### config.mk
export PLATFORM = sky130hd
export DESIGN_NAME = rgb_linear_contrast_stretch_core_flat
export DESIGN_NICKNAME = d
export VERILOG_FILES = /design/src/rtl/rgblcs_pkg.sv /design/src/rtl/rgblcs_pix_in_if.sv /design/src/rtl/rgblcs_pix_out_if.sv /design/src/rtl/rgblcs_lane.sv /design/src/rtl/rgblcs_ctrl.sv /design/src/rtl/rgb_linear_contrast_stretch_core.sv /design/src/flat_wrapper.sv
export VERILOG_INCLUDE_DIRS = /design/src /design/src/rtl
export SDC_FILE = /design/constraint.sdc
export NUM_CORES = 2
export LEC_CHECK = 0
export BUFFER_PORTS_ARGS = -buffer_cell sky130_fd_sc_hd__buf_4
export CAP_MARGIN = 0
export CORE_MARGIN = 1
export CORE_UTILIZATION = 50
export CTS_BUF_LIST = sky130_fd_sc_hd__clkbuf_2
export DETAILED_ROUTE_END_ITERATION = 8
export GPL_TIMING_DRIVEN = 0
export MAX_ROUTING_LAYER = met4
export PLACE_DENSITY = 0.72
export SLEW_MARGIN = 10
export SYNTH_ARGS = -nofsm -noshare
export SYNTH_HDL_FRONTEND = slang
export SYNTH_SLANG_ARGS = --single-unit
### constraint.sdc
create_clock -name clk -period 9.4 [get_ports clk]
set_input_delay 0.94 -clock clk [delete_from_list [all_inputs] [get_ports clk]]
set_output_delay 0.94 -clock clk [all_outputs]
set_load 0.01 [all_outputs]
### src/rtl/rgb_linear_contrast_stretch_core_defines.svh
// Assertion macros shared by the contrast stretch RTL.
// Each macro expects signals named clk and rst_n in the scope where it is used.
`ifndef RGB_LINEAR_CONTRAST_STRETCH_CORE_DEFINES_SVH
`define RGB_LINEAR_CONTRAST_STRETCH_CORE_DEFINES_SVH

// The consequent must hold in the same cycle as the antecedent.
`define RGBLCS_ASSERT_NOW(label, pre, post) \
    label: assert property (@(posedge clk) disable iff (!rst_n) (pre) |-> (post)) \
        else $error("rgblcs: same-cycle check failed");

// The consequent must hold in the cycle after the antecedent.
`define RGBLCS_ASSERT_NEXT(label, pre, post) \
    label: assert property (@(posedge clk) disable iff (!rst_n) (pre) |=> (post)) \
        else $error("rgblcs: next-cycle check failed");

`endif

### src/rtl/rgblcs_pkg.sv
// Shared types, constants and the divider step for the contrast stretch core.
// Has no dependencies; every RTL module and interface uses it by scoped names.
package rgblcs_pkg;

    localparam int unsigned Channels   = 3;
    localparam int unsigned ChanWidth  = 8;
    localparam int unsigned RegWidth   = Channels * ChanWidth;
    localparam int unsigned ProdWidth  = 2 * ChanWidth;
    localparam int unsigned DivStages  = ChanWidth / 2;
    localparam int unsigned LaneStages = DivStages + 2;
    localparam int unsigned PipeStages = LaneStages + 1;
    localparam int unsigned CfgIdxWidth = 2;
    localparam int unsigned ShiftWidth = $clog2(ChanWidth);

    typedef enum logic [CfgIdxWidth-1:0] {
        REG_IN_LOW   = 2'd0,
        REG_IN_HIGH  = 2'd1,
        REG_OUT_LOW  = 2'd2,
        REG_OUT_HIGH = 2'd3
    } cfg_reg_t;

    typedef enum logic [1:0] {
        REGION_LOW,
        REGION_LIN,
        REGION_HIGH
    } region_t;

    typedef struct packed {
        region_t                region;
        logic                   neg;
        logic [ChanWidth-1:0]   span;
        logic [ChanWidth-1:0]   nlo;
        logic [ChanWidth-1:0]   nhi;
    } lane_side_t;

    typedef struct packed {
        logic [PipeStages-1:0] load;
    } pipe_ctrl_t;

    typedef struct packed {
        logic [ProdWidth-1:0] rem;
        logic [1:0]           qbits;
    } div_step_t;

    // Two restoring division steps for quotient bits sh and sh-1.
    function automatic div_step_t div_step2(
        input logic [ProdWidth-1:0]  rem,
        input logic [ChanWidth-1:0]  span,
        input logic [ShiftWidth-1:0] sh
    );
        div_step_t            res;
        logic [ProdWidth-1:0] d;
        res.rem   = rem;
        res.qbits = '0;
        for (int b = 1; b >= 0; b--)
        begin
            d = ProdWidth'(span) << (sh - ShiftWidth'(1 - b));
            if (res.rem >= d)
            begin
                res.rem      = res.rem - d;
                res.qbits[b] = 1'b1;
            end
        end
        return res;
    endfunction

endpackage

### src/rtl/rgblcs_pix_in_if.sv
// Request channel that carries one input pixel with valid/ready handshake.
// Depends on rgblcs_pkg for the channel width.
interface rgblcs_pix_in_if;
    logic                            valid;
    logic                            ready;
    logic [rgblcs_pkg::ChanWidth-1:0] red_in;
    logic [rgblcs_pkg::ChanWidth-1:0] green_in;
    logic [rgblcs_pkg::ChanWidth-1:0] blue_in;

    modport source (output valid, output red_in, output green_in, output blue_in,
                    input ready);
    modport sink (input valid, input red_in, input green_in, input blue_in,
                  output ready);
endinterface

### src/rtl/rgblcs_pix_out_if.sv
// Request channel that carries one stretched pixel with valid/ready handshake.
// Depends on rgblcs_pkg for the channel width.
interface rgblcs_pix_out_if;
    logic                            valid;
    logic                            ready;
    logic [rgblcs_pkg::ChanWidth-1:0] red_out;
    logic [rgblcs_pkg::ChanWidth-1:0] green_out;
    logic [rgblcs_pkg::ChanWidth-1:0] blue_out;

    modport source (output valid, output red_out, output green_out, output blue_out,
                    input ready);
    modport sink (input valid, input red_out, input green_out, input blue_out,
                  output ready);
endinterface

### src/rtl/rgblcs_lane.sv
// One color channel datapath: range compare, multiply, pipelined divide, result select.
// Depends on rgblcs_pkg; stage loads come from rgblcs_ctrl.
module rgblcs_lane (
    input  logic                             clk,
    input  rgblcs_pkg::pipe_ctrl_t           ctl,
    input  logic [rgblcs_pkg::ChanWidth-1:0] v,
    input  logic [rgblcs_pkg::ChanWidth-1:0] lo,
    input  logic [rgblcs_pkg::ChanWidth-1:0] hi,
    input  logic [rgblcs_pkg::ChanWidth-1:0] nlo,
    input  logic [rgblcs_pkg::ChanWidth-1:0] nhi,
    output logic [rgblcs_pkg::ChanWidth-1:0] res
);

    localparam int unsigned W  = rgblcs_pkg::ChanWidth;
    localparam int unsigned PW = rgblcs_pkg::ProdWidth;
    localparam int unsigned DS = rgblcs_pkg::DivStages;

    rgblcs_pkg::lane_side_t side1_reg;
    rgblcs_pkg::lane_side_t side1_next;
    logic [W-1:0]           diff_reg;
    logic [W-1:0]           diff_next;
    logic [W-1:0]           off_reg;
    logic [W-1:0]           off_next;

    rgblcs_pkg::lane_side_t side_reg [DS+1];
    logic [PW-1:0]          rem_reg  [DS+1];
    logic [W-1:0]           q_reg    [DS+1];

    rgblcs_pkg::lane_side_t fin;

    always_comb
    begin
        side1_next.neg  = (nhi < nlo);
        side1_next.span = hi - lo;
        side1_next.nlo  = nlo;
        side1_next.nhi  = nhi;
        priority if (v <= lo)
        begin
            side1_next.region = rgblcs_pkg::REGION_LOW;
        end
        else if (v <= hi)
        begin
            side1_next.region = rgblcs_pkg::REGION_LIN;
        end
        else
        begin
            side1_next.region = rgblcs_pkg::REGION_HIGH;
        end
        diff_next = side1_next.neg ? (nlo - nhi) : (nhi - nlo);
        off_next  = v - lo;
    end

    always_ff @(posedge clk)
    begin
        if (ctl.load[0])
        begin
            side1_reg <= side1_next;
            diff_reg  <= diff_next;
            off_reg   <= off_next;
        end
        if (ctl.load[1])
        begin
            side_reg[0] <= side1_reg;
            rem_reg[0]  <= PW'(diff_reg) * PW'(off_reg);
            q_reg[0]    <= '0;
        end
    end

    for (genvar j = 1; j <= DS; j++)
    begin : g_div
        rgblcs_pkg::div_step_t st;

        assign st = rgblcs_pkg::div_step2(rem_reg[j-1], side_reg[j-1].span,
                                          rgblcs_pkg::ShiftWidth'(W + 1 - 2 * j));

        always_ff @(posedge clk)
        begin
            if (ctl.load[j+1])
            begin
                side_reg[j] <= side_reg[j-1];
                rem_reg[j]  <= st.rem;
                q_reg[j]    <= {q_reg[j-1][W-3:0], st.qbits};
            end
        end
    end

    assign fin = side_reg[DS];

    always_comb
    begin
        unique case (fin.region)
            rgblcs_pkg::REGION_LOW:  res = fin.nlo;
            rgblcs_pkg::REGION_HIGH: res = fin.nhi;
            rgblcs_pkg::REGION_LIN:  res = fin.neg ? (fin.nlo - q_reg[DS])
                                                   : (fin.nlo + q_reg[DS]);
            default:                 res = fin.nlo;
        endcase
    end

endmodule

### src/rtl/rgblcs_ctrl.sv
// Valid tracking and per-stage load enables for the lane pipeline and output register.
// Depends on rgblcs_pkg and the assertion macro header.
`include "rgb_linear_contrast_stretch_core_defines.svh"

module rgblcs_ctrl (
    input  logic                   clk,
    input  logic                   rst_n,
    input  logic                   in_valid,
    output logic                   in_ready,
    output logic                   out_valid,
    input  logic                   out_ready,
    output rgblcs_pkg::pipe_ctrl_t ctl
);

    localparam int unsigned P = rgblcs_pkg::PipeStages;

    logic [P-1:0] valid_reg;
    logic [P-1:0] valid_next;
    logic [P-1:0] adv;
    logic [P-1:0] src;

    always_comb
    begin
        adv[P-1] = !valid_reg[P-1] || out_ready;
        for (int k = P - 2; k >= 0; k--)
        begin
            adv[k] = !valid_reg[k] || adv[k+1];
        end
        src        = {valid_reg[P-2:0], in_valid};
        valid_next = (adv & src) | (~adv & valid_reg);
        ctl.load   = adv & src;
    end

    always_ff @(posedge clk or negedge rst_n)
    begin
        if (!rst_n)
        begin
            valid_reg <= '0;
        end
        else
        begin
            valid_reg <= valid_next;
        end
    end

    assign in_ready  = adv[0];
    assign out_valid = valid_reg[P-1];

    `RGBLCS_ASSERT_NEXT(a_stalled_stage_holds, 1'b1, ((valid_reg & $past(valid_reg & ~adv)) == $past(valid_reg & ~adv)))
    `RGBLCS_ASSERT_NOW(a_ready_when_room, !(&valid_reg), in_ready)
    `RGBLCS_ASSERT_NEXT(a_request_count, 1'b1, ($countones(valid_reg) == $countones($past(valid_reg)) + ($past(in_valid && in_ready) ? 1 : 0) - ($past(out_valid && out_ready) ? 1 : 0)))

endmodule

### src/rtl/rgb_linear_contrast_stretch_core.sv
// Top level of the RGB piecewise-linear contrast stretch: config registers,
// three channel lanes, pipeline control and the merged output register.
//
// Channel   Direction  Handshake      Payload
// pix_in    sink       valid/ready    red_in, green_in, blue_in (8 bits each)
// pix_out   source     valid/ready    red_out, green_out, blue_out (8 bits each)
// cfg       write      cfg_wr_en      cfg_index (2 bits), cfg_data (24 bits)
//
// One pixel request is accepted per clock while pix_in.ready is high. Each passes seven
// register stages: one compare stage, one multiply stage, four divide stages of two
// quotient bits each and the output register.
// A stalled output holds only the stages that are full; empty stages still fill.
// Reset clears the pipeline valid bits and all four range registers to zero.
module rgb_linear_contrast_stretch_core (
    input  logic                                 clk,
    input  logic                                 rst_n,
    rgblcs_pix_in_if.sink                        pix_in,
    rgblcs_pix_out_if.source                     pix_out,
    input  logic                                 cfg_wr_en,
    input  logic [rgblcs_pkg::CfgIdxWidth-1:0]   cfg_index,
    input  logic [rgblcs_pkg::RegWidth-1:0]      cfg_data
);

    localparam int unsigned W  = rgblcs_pkg::ChanWidth;
    localparam int unsigned RW = rgblcs_pkg::RegWidth;
    localparam int unsigned NC = rgblcs_pkg::Channels;
    localparam int unsigned P  = rgblcs_pkg::PipeStages;

    logic [RW-1:0] in_low_reg;
    logic [RW-1:0] in_high_reg;
    logic [RW-1:0] out_low_reg;
    logic [RW-1:0] out_high_reg;

    rgblcs_pkg::pipe_ctrl_t ctl;
    logic [W-1:0]           pix_v   [NC];
    logic [W-1:0]           lane_res [NC];
    logic [W-1:0]           red_reg;
    logic [W-1:0]           green_reg;
    logic [W-1:0]           blue_reg;

    always_ff @(posedge clk or negedge rst_n)
    begin
        if (!rst_n)
        begin
            in_low_reg   <= '0;
            in_high_reg  <= '0;
            out_low_reg  <= '0;
            out_high_reg <= '0;
        end
        else if (cfg_wr_en)
        begin
            unique case (rgblcs_pkg::cfg_reg_t'(cfg_index))
                rgblcs_pkg::REG_IN_LOW:   in_low_reg   <= cfg_data;
                rgblcs_pkg::REG_IN_HIGH:  in_high_reg  <= cfg_data;
                rgblcs_pkg::REG_OUT_LOW:  out_low_reg  <= cfg_data;
                rgblcs_pkg::REG_OUT_HIGH: out_high_reg <= cfg_data;
                default:                  in_low_reg   <= in_low_reg;
            endcase
        end
    end

    rgblcs_ctrl u_ctrl (
        .clk       (clk),
        .rst_n     (rst_n),
        .in_valid  (pix_in.valid),
        .in_ready  (pix_in.ready),
        .out_valid (pix_out.valid),
        .out_ready (pix_out.ready),
        .ctl       (ctl)
    );

    assign pix_v[0] = pix_in.red_in;
    assign pix_v[1] = pix_in.green_in;
    assign pix_v[2] = pix_in.blue_in;

    for (genvar g = 0; g < NC; g++)
    begin : g_lane
        rgblcs_lane u_lane (
            .clk (clk),
            .ctl (ctl),
            .v   (pix_v[g]),
            .lo  (in_low_reg[g*W +: W]),
            .hi  (in_high_reg[g*W +: W]),
            .nlo (out_low_reg[g*W +: W]),
            .nhi (out_high_reg[g*W +: W]),
            .res (lane_res[g])
        );
    end

    always_ff @(posedge clk)
    begin
        if (ctl.load[P-1])
        begin
            red_reg   <= lane_res[0];
            green_reg <= lane_res[1];
            blue_reg  <= lane_res[2];
        end
    end

    assign pix_out.red_out   = red_reg;
    assign pix_out.green_out = green_reg;
    assign pix_out.blue_out  = blue_reg;

endmodule

### src/flat_wrapper.sv
// flat-port wrapper written by rule: the top's interface ports become plain ports
module rgb_linear_contrast_stretch_core_flat 
  (clk, rst_n, cfg_wr_en, cfg_index, cfg_data, pix_in_valid, pix_in_red_in, pix_in_green_in, pix_in_blue_in, pix_in_ready, pix_out_valid, pix_out_red_out, pix_out_green_out, pix_out_blue_out, pix_out_ready);
  rgblcs_pix_in_if pix_in_i ();
  rgblcs_pix_out_if pix_out_i ();
  input  logic clk;
  input  logic rst_n;
  input  logic cfg_wr_en;
  input  logic [rgblcs_pkg::CfgIdxWidth-1:0] cfg_index;
  input  logic [rgblcs_pkg::RegWidth-1:0] cfg_data;
  input wire logic [$bits(pix_in_i.valid)-1:0] pix_in_valid;
  input wire logic [$bits(pix_in_i.red_in)-1:0] pix_in_red_in;
  input wire logic [$bits(pix_in_i.green_in)-1:0] pix_in_green_in;
  input wire logic [$bits(pix_in_i.blue_in)-1:0] pix_in_blue_in;
  output wire logic [$bits(pix_in_i.ready)-1:0] pix_in_ready;
  output wire logic [$bits(pix_out_i.valid)-1:0] pix_out_valid;
  output wire logic [$bits(pix_out_i.red_out)-1:0] pix_out_red_out;
  output wire logic [$bits(pix_out_i.green_out)-1:0] pix_out_green_out;
  output wire logic [$bits(pix_out_i.blue_out)-1:0] pix_out_blue_out;
  input wire logic [$bits(pix_out_i.ready)-1:0] pix_out_ready;
  assign pix_in_i.valid = pix_in_valid;
  assign pix_in_i.red_in = pix_in_red_in;
  assign pix_in_i.green_in = pix_in_green_in;
  assign pix_in_i.blue_in = pix_in_blue_in;
  assign pix_in_ready = pix_in_i.ready;
  assign pix_out_valid = pix_out_i.valid;
  assign pix_out_red_out = pix_out_i.red_out;
  assign pix_out_green_out = pix_out_i.green_out;
  assign pix_out_blue_out = pix_out_i.blue_out;
  assign pix_out_i.ready = pix_out_ready;
  rgb_linear_contrast_stretch_core u_core (.clk(clk), .rst_n(rst_n), .pix_in(pix_in_i), .pix_out(pix_out_i), .cfg_wr_en(cfg_wr_en), .cfg_index(cfg_index), .cfg_data(cfg_data));
endmodule
==> results.py <==
metrics = {
    "status": {
        "outcome": "finished, final reports clean",
    },
    "synth": {
        "yosysSeqAreaShare": 0.506,
        "yosys-top-cells-count": "786 x edfxtp_1, 512 x inv_1, 444 x ha_1, 209 x nor2_1, 207 x a21oi_1",
        "yosysUniqueCellTypes": 86,
        "synth_warnings": 0,
        "synth_async_sr_flop_share": 0.116,
        "postSynthRegisterBits": 889,
        "yosysTopAreaCell": "edfxtp_1",
        "synth_nets": 4950,
        "synth_most_common_cell": "edfxtp_1",
        "synth_edf_count": 786,
        "ys_top_cells_by_area": "edfxtp_1 46%, ha_1 11%, fa_1 5.6%",
        "syn_inst": 4307,
        "avgSynthCellArea_sq_um": 12.0,
        "netlist_area_sq_um": 51700,
        "synth_top_area_share": 0.457,
        "synth_top_flop_cell": "edfxtp_1",
    },
    "critical_path": {
        "crit_type": "reg -> reg",
        "start_kind": "flip-flop",
        "path_cells": "inv_1, ha_1, or4_4, or3_4, a41o_1, nor2_2, clkbuf_1, inv_1, o21ai_0, inv_1, ha_1, nor2b_1, o21a_1, o21ai_0, a21oi_1, o311a_1, a2111oi_1, o2111ai_1, xnor2_1",
        "endpoint_kind": "flip-flop",
        "cp_slowest_stage_delay_ps": 730,
        "critPathRequiredTime_ps": 10590,
        "critPathMaxFanout": 10,
        "cp_data_arrival_time_ps": 7250,
        "critPathSlowestCell": "a2111oi_1",
        "cp_num_buf_inv": 4,
        "crit_top_cell": "inv_1",
        "crit_family": "compound AO/OA/AOI/OAI gates",
        "r2r_slack_ps": 3340,
    },
    "job": {
        "maxCapViolations": 0,
    },
    "timing": {
        "fin_worst_skew_ps": 119,
        "whs_ps": 230,
        "report.final.slew_viol_count": 0,
        "timing.final.crit_period_ps": 6060,
        "max_freq_mhz": 165,
        "period_share": 0.645,
        "rsz0062_at_grt": "false",
        "worst_pin_slew_ps": 1070,
        "tns_ps": 0,
        "final-setup-viol-count": 0,
        "report.final.hold_viol_count": 0,
        "slew_headroom": 0.280,
    },
    "placed_design": {
        "place_area_sq_um": 54500,
        "routabilityCongestion": 0.893,
        "numPortBuffers": 80,
        "hpwlAfterDp_um": 75100,
    },
    "drt": {
        "drcViolationCount": 0,
        "first_pass_iters": 6,
        "first_iter_violations": 1782,
        "vias": 32600,
        "wl_per_cell_um": 15.7,
        "post_drt_via_cell_ratio": 5.23,
        "routed_wl_um": 97700,
        "ant_nets": 0,
    },
    "clock_tree": {
        "clk_pin_slew_ps": 120,
        "clk_latency_ps": 1450,
        "clk_path_buf_depth": 3,
        "root_buffer": "clkbuf_2",
        "cts_tree": "yes",
        "numCtsBuffers": 206,
        "postCtsSetupBuffers": 0,
        "cts_resized": 0,
        "htreeDepth": 4,
        "hold_buffers": 72,
        "clock-sinks": 889,
    },
    "floorplanning": {
        "dieWidth_um": 324,
        "die_y_um": 324,
        "num_rows": 117,
        "coreArea_sq_um": 102000,
        "die_area_sq_um": 105000,
        "start_util": 0.506,
        "io_pins": 81,
    },
    "grt": {
        "grt_pass1_vias": 33000,
        "use_met1": 0.259,
        "grt_max_degree": 104,
        "grt_util_all_layers": 0.199,
        "met2_usage": 0.315,
        "grt_busiest_layer": "met2",
        "grt_pass1_wl_um": 163000,
        "overflow": 0,
        "antenna_found_initial": 7,
        "grtUsageMet3": 0.0324,
    },
    "final_layout": {
        "n_fill_cell": 8652,
        "fin_util": 0.560,
        "nNetsFinal": 5329,
        "regArea_sq_um": 26200,
        "final_area_sq_um": 57200,
        "multi_input_area_sq_um": 23400,
        "area_growth_syn_to_layout_pct": 10.6,
        "largest_reg_flops": 381,
        "post_route_cells_drive_above_1_share": 0.137,
    },
    "hold_path": {
        "hold_class": "in -> async",
    },
}
-- final cells by class --
class                      count  share of cell area
inverter                     516              0.0339
clock buffer                 302              0.0264
tap                         1368              0.0299
antenna                        8            0.000350
timing repair buffer         171              0.0306
buffer                        55             0.00372
sequential                   889               0.458
multi-input combinational   2847               0.410
clock inverter                75             0.00746
-- metal layers --
metal  vias to the layer above  share of wire
li1                      16400              -
met1                     15400           0.47
met2                       590           0.47
met3                       173          0.038
met4                         0          0.026
met5                         -              0
-- final timing paths --
check	start	end	cells past startpoint
worst max register to register	u_core.g_lane[2].u_lane.side_reg[0][77]	u_core.g_lane[2].u_lane.rem_reg[0][63]	19
max in group asynchronous	rst_n	u_core.out_high_reg[10]	2
worst max-delay path	u_core.g_lane[2].u_lane.side_reg[0][77]	u_core.g_lane[2].u_lane.rem_reg[0][63]	19
min in group clk	pix_in_valid	flip-flop	3
worst min-delay path	rst_n	u_core.in_high_reg[18]	2
worst min register to register	u_core.g_lane[1].u_lane.side_reg[0][37]	u_core.g_lane[1].u_lane.side_reg[0][64]	0
-- logic make-up after synthesis --
| logic type | count (synthesis) | share of synthesized area |
|---|---|---|
| AND/OR/NAND/NOR | 1003 | 0.102 |
| flip-flops | 889 | 0.506 |
| AO/OA/AOI/OAI | 794 | 0.0990 |
| adder cells (fa/ha/maj) | 588 | 0.163 |
| buffers and inverters | 571 | 0.0416 |
| XOR/XNOR | 240 | 0.0407 |
| multiplexers | 222 | 0.0475 |
-- cells in the final DEF (no fill, tap or decap), types with 166 or more instances in the layout --
master and n:
a21oi_1 207, o21ai_0 200, edfxtp_1 786, xnor2_1 166
inv_1 512, and2_1 183, clkbuf_2 302, ha_1 444
nor2_1 209, nand2_1 197
-- through the flow --
step                worst slack (ps)  cells
floorplan                        312   4307
global placement               -2980   5755
detailed placement              3360   5774
CTS                             3250   6223
global route                    2780   6230
finish                          3340   6231
Power is left out: the tool's default activity adds up to more than one toggle a clock period on the data nets, which glitch-free logic cannot reach.
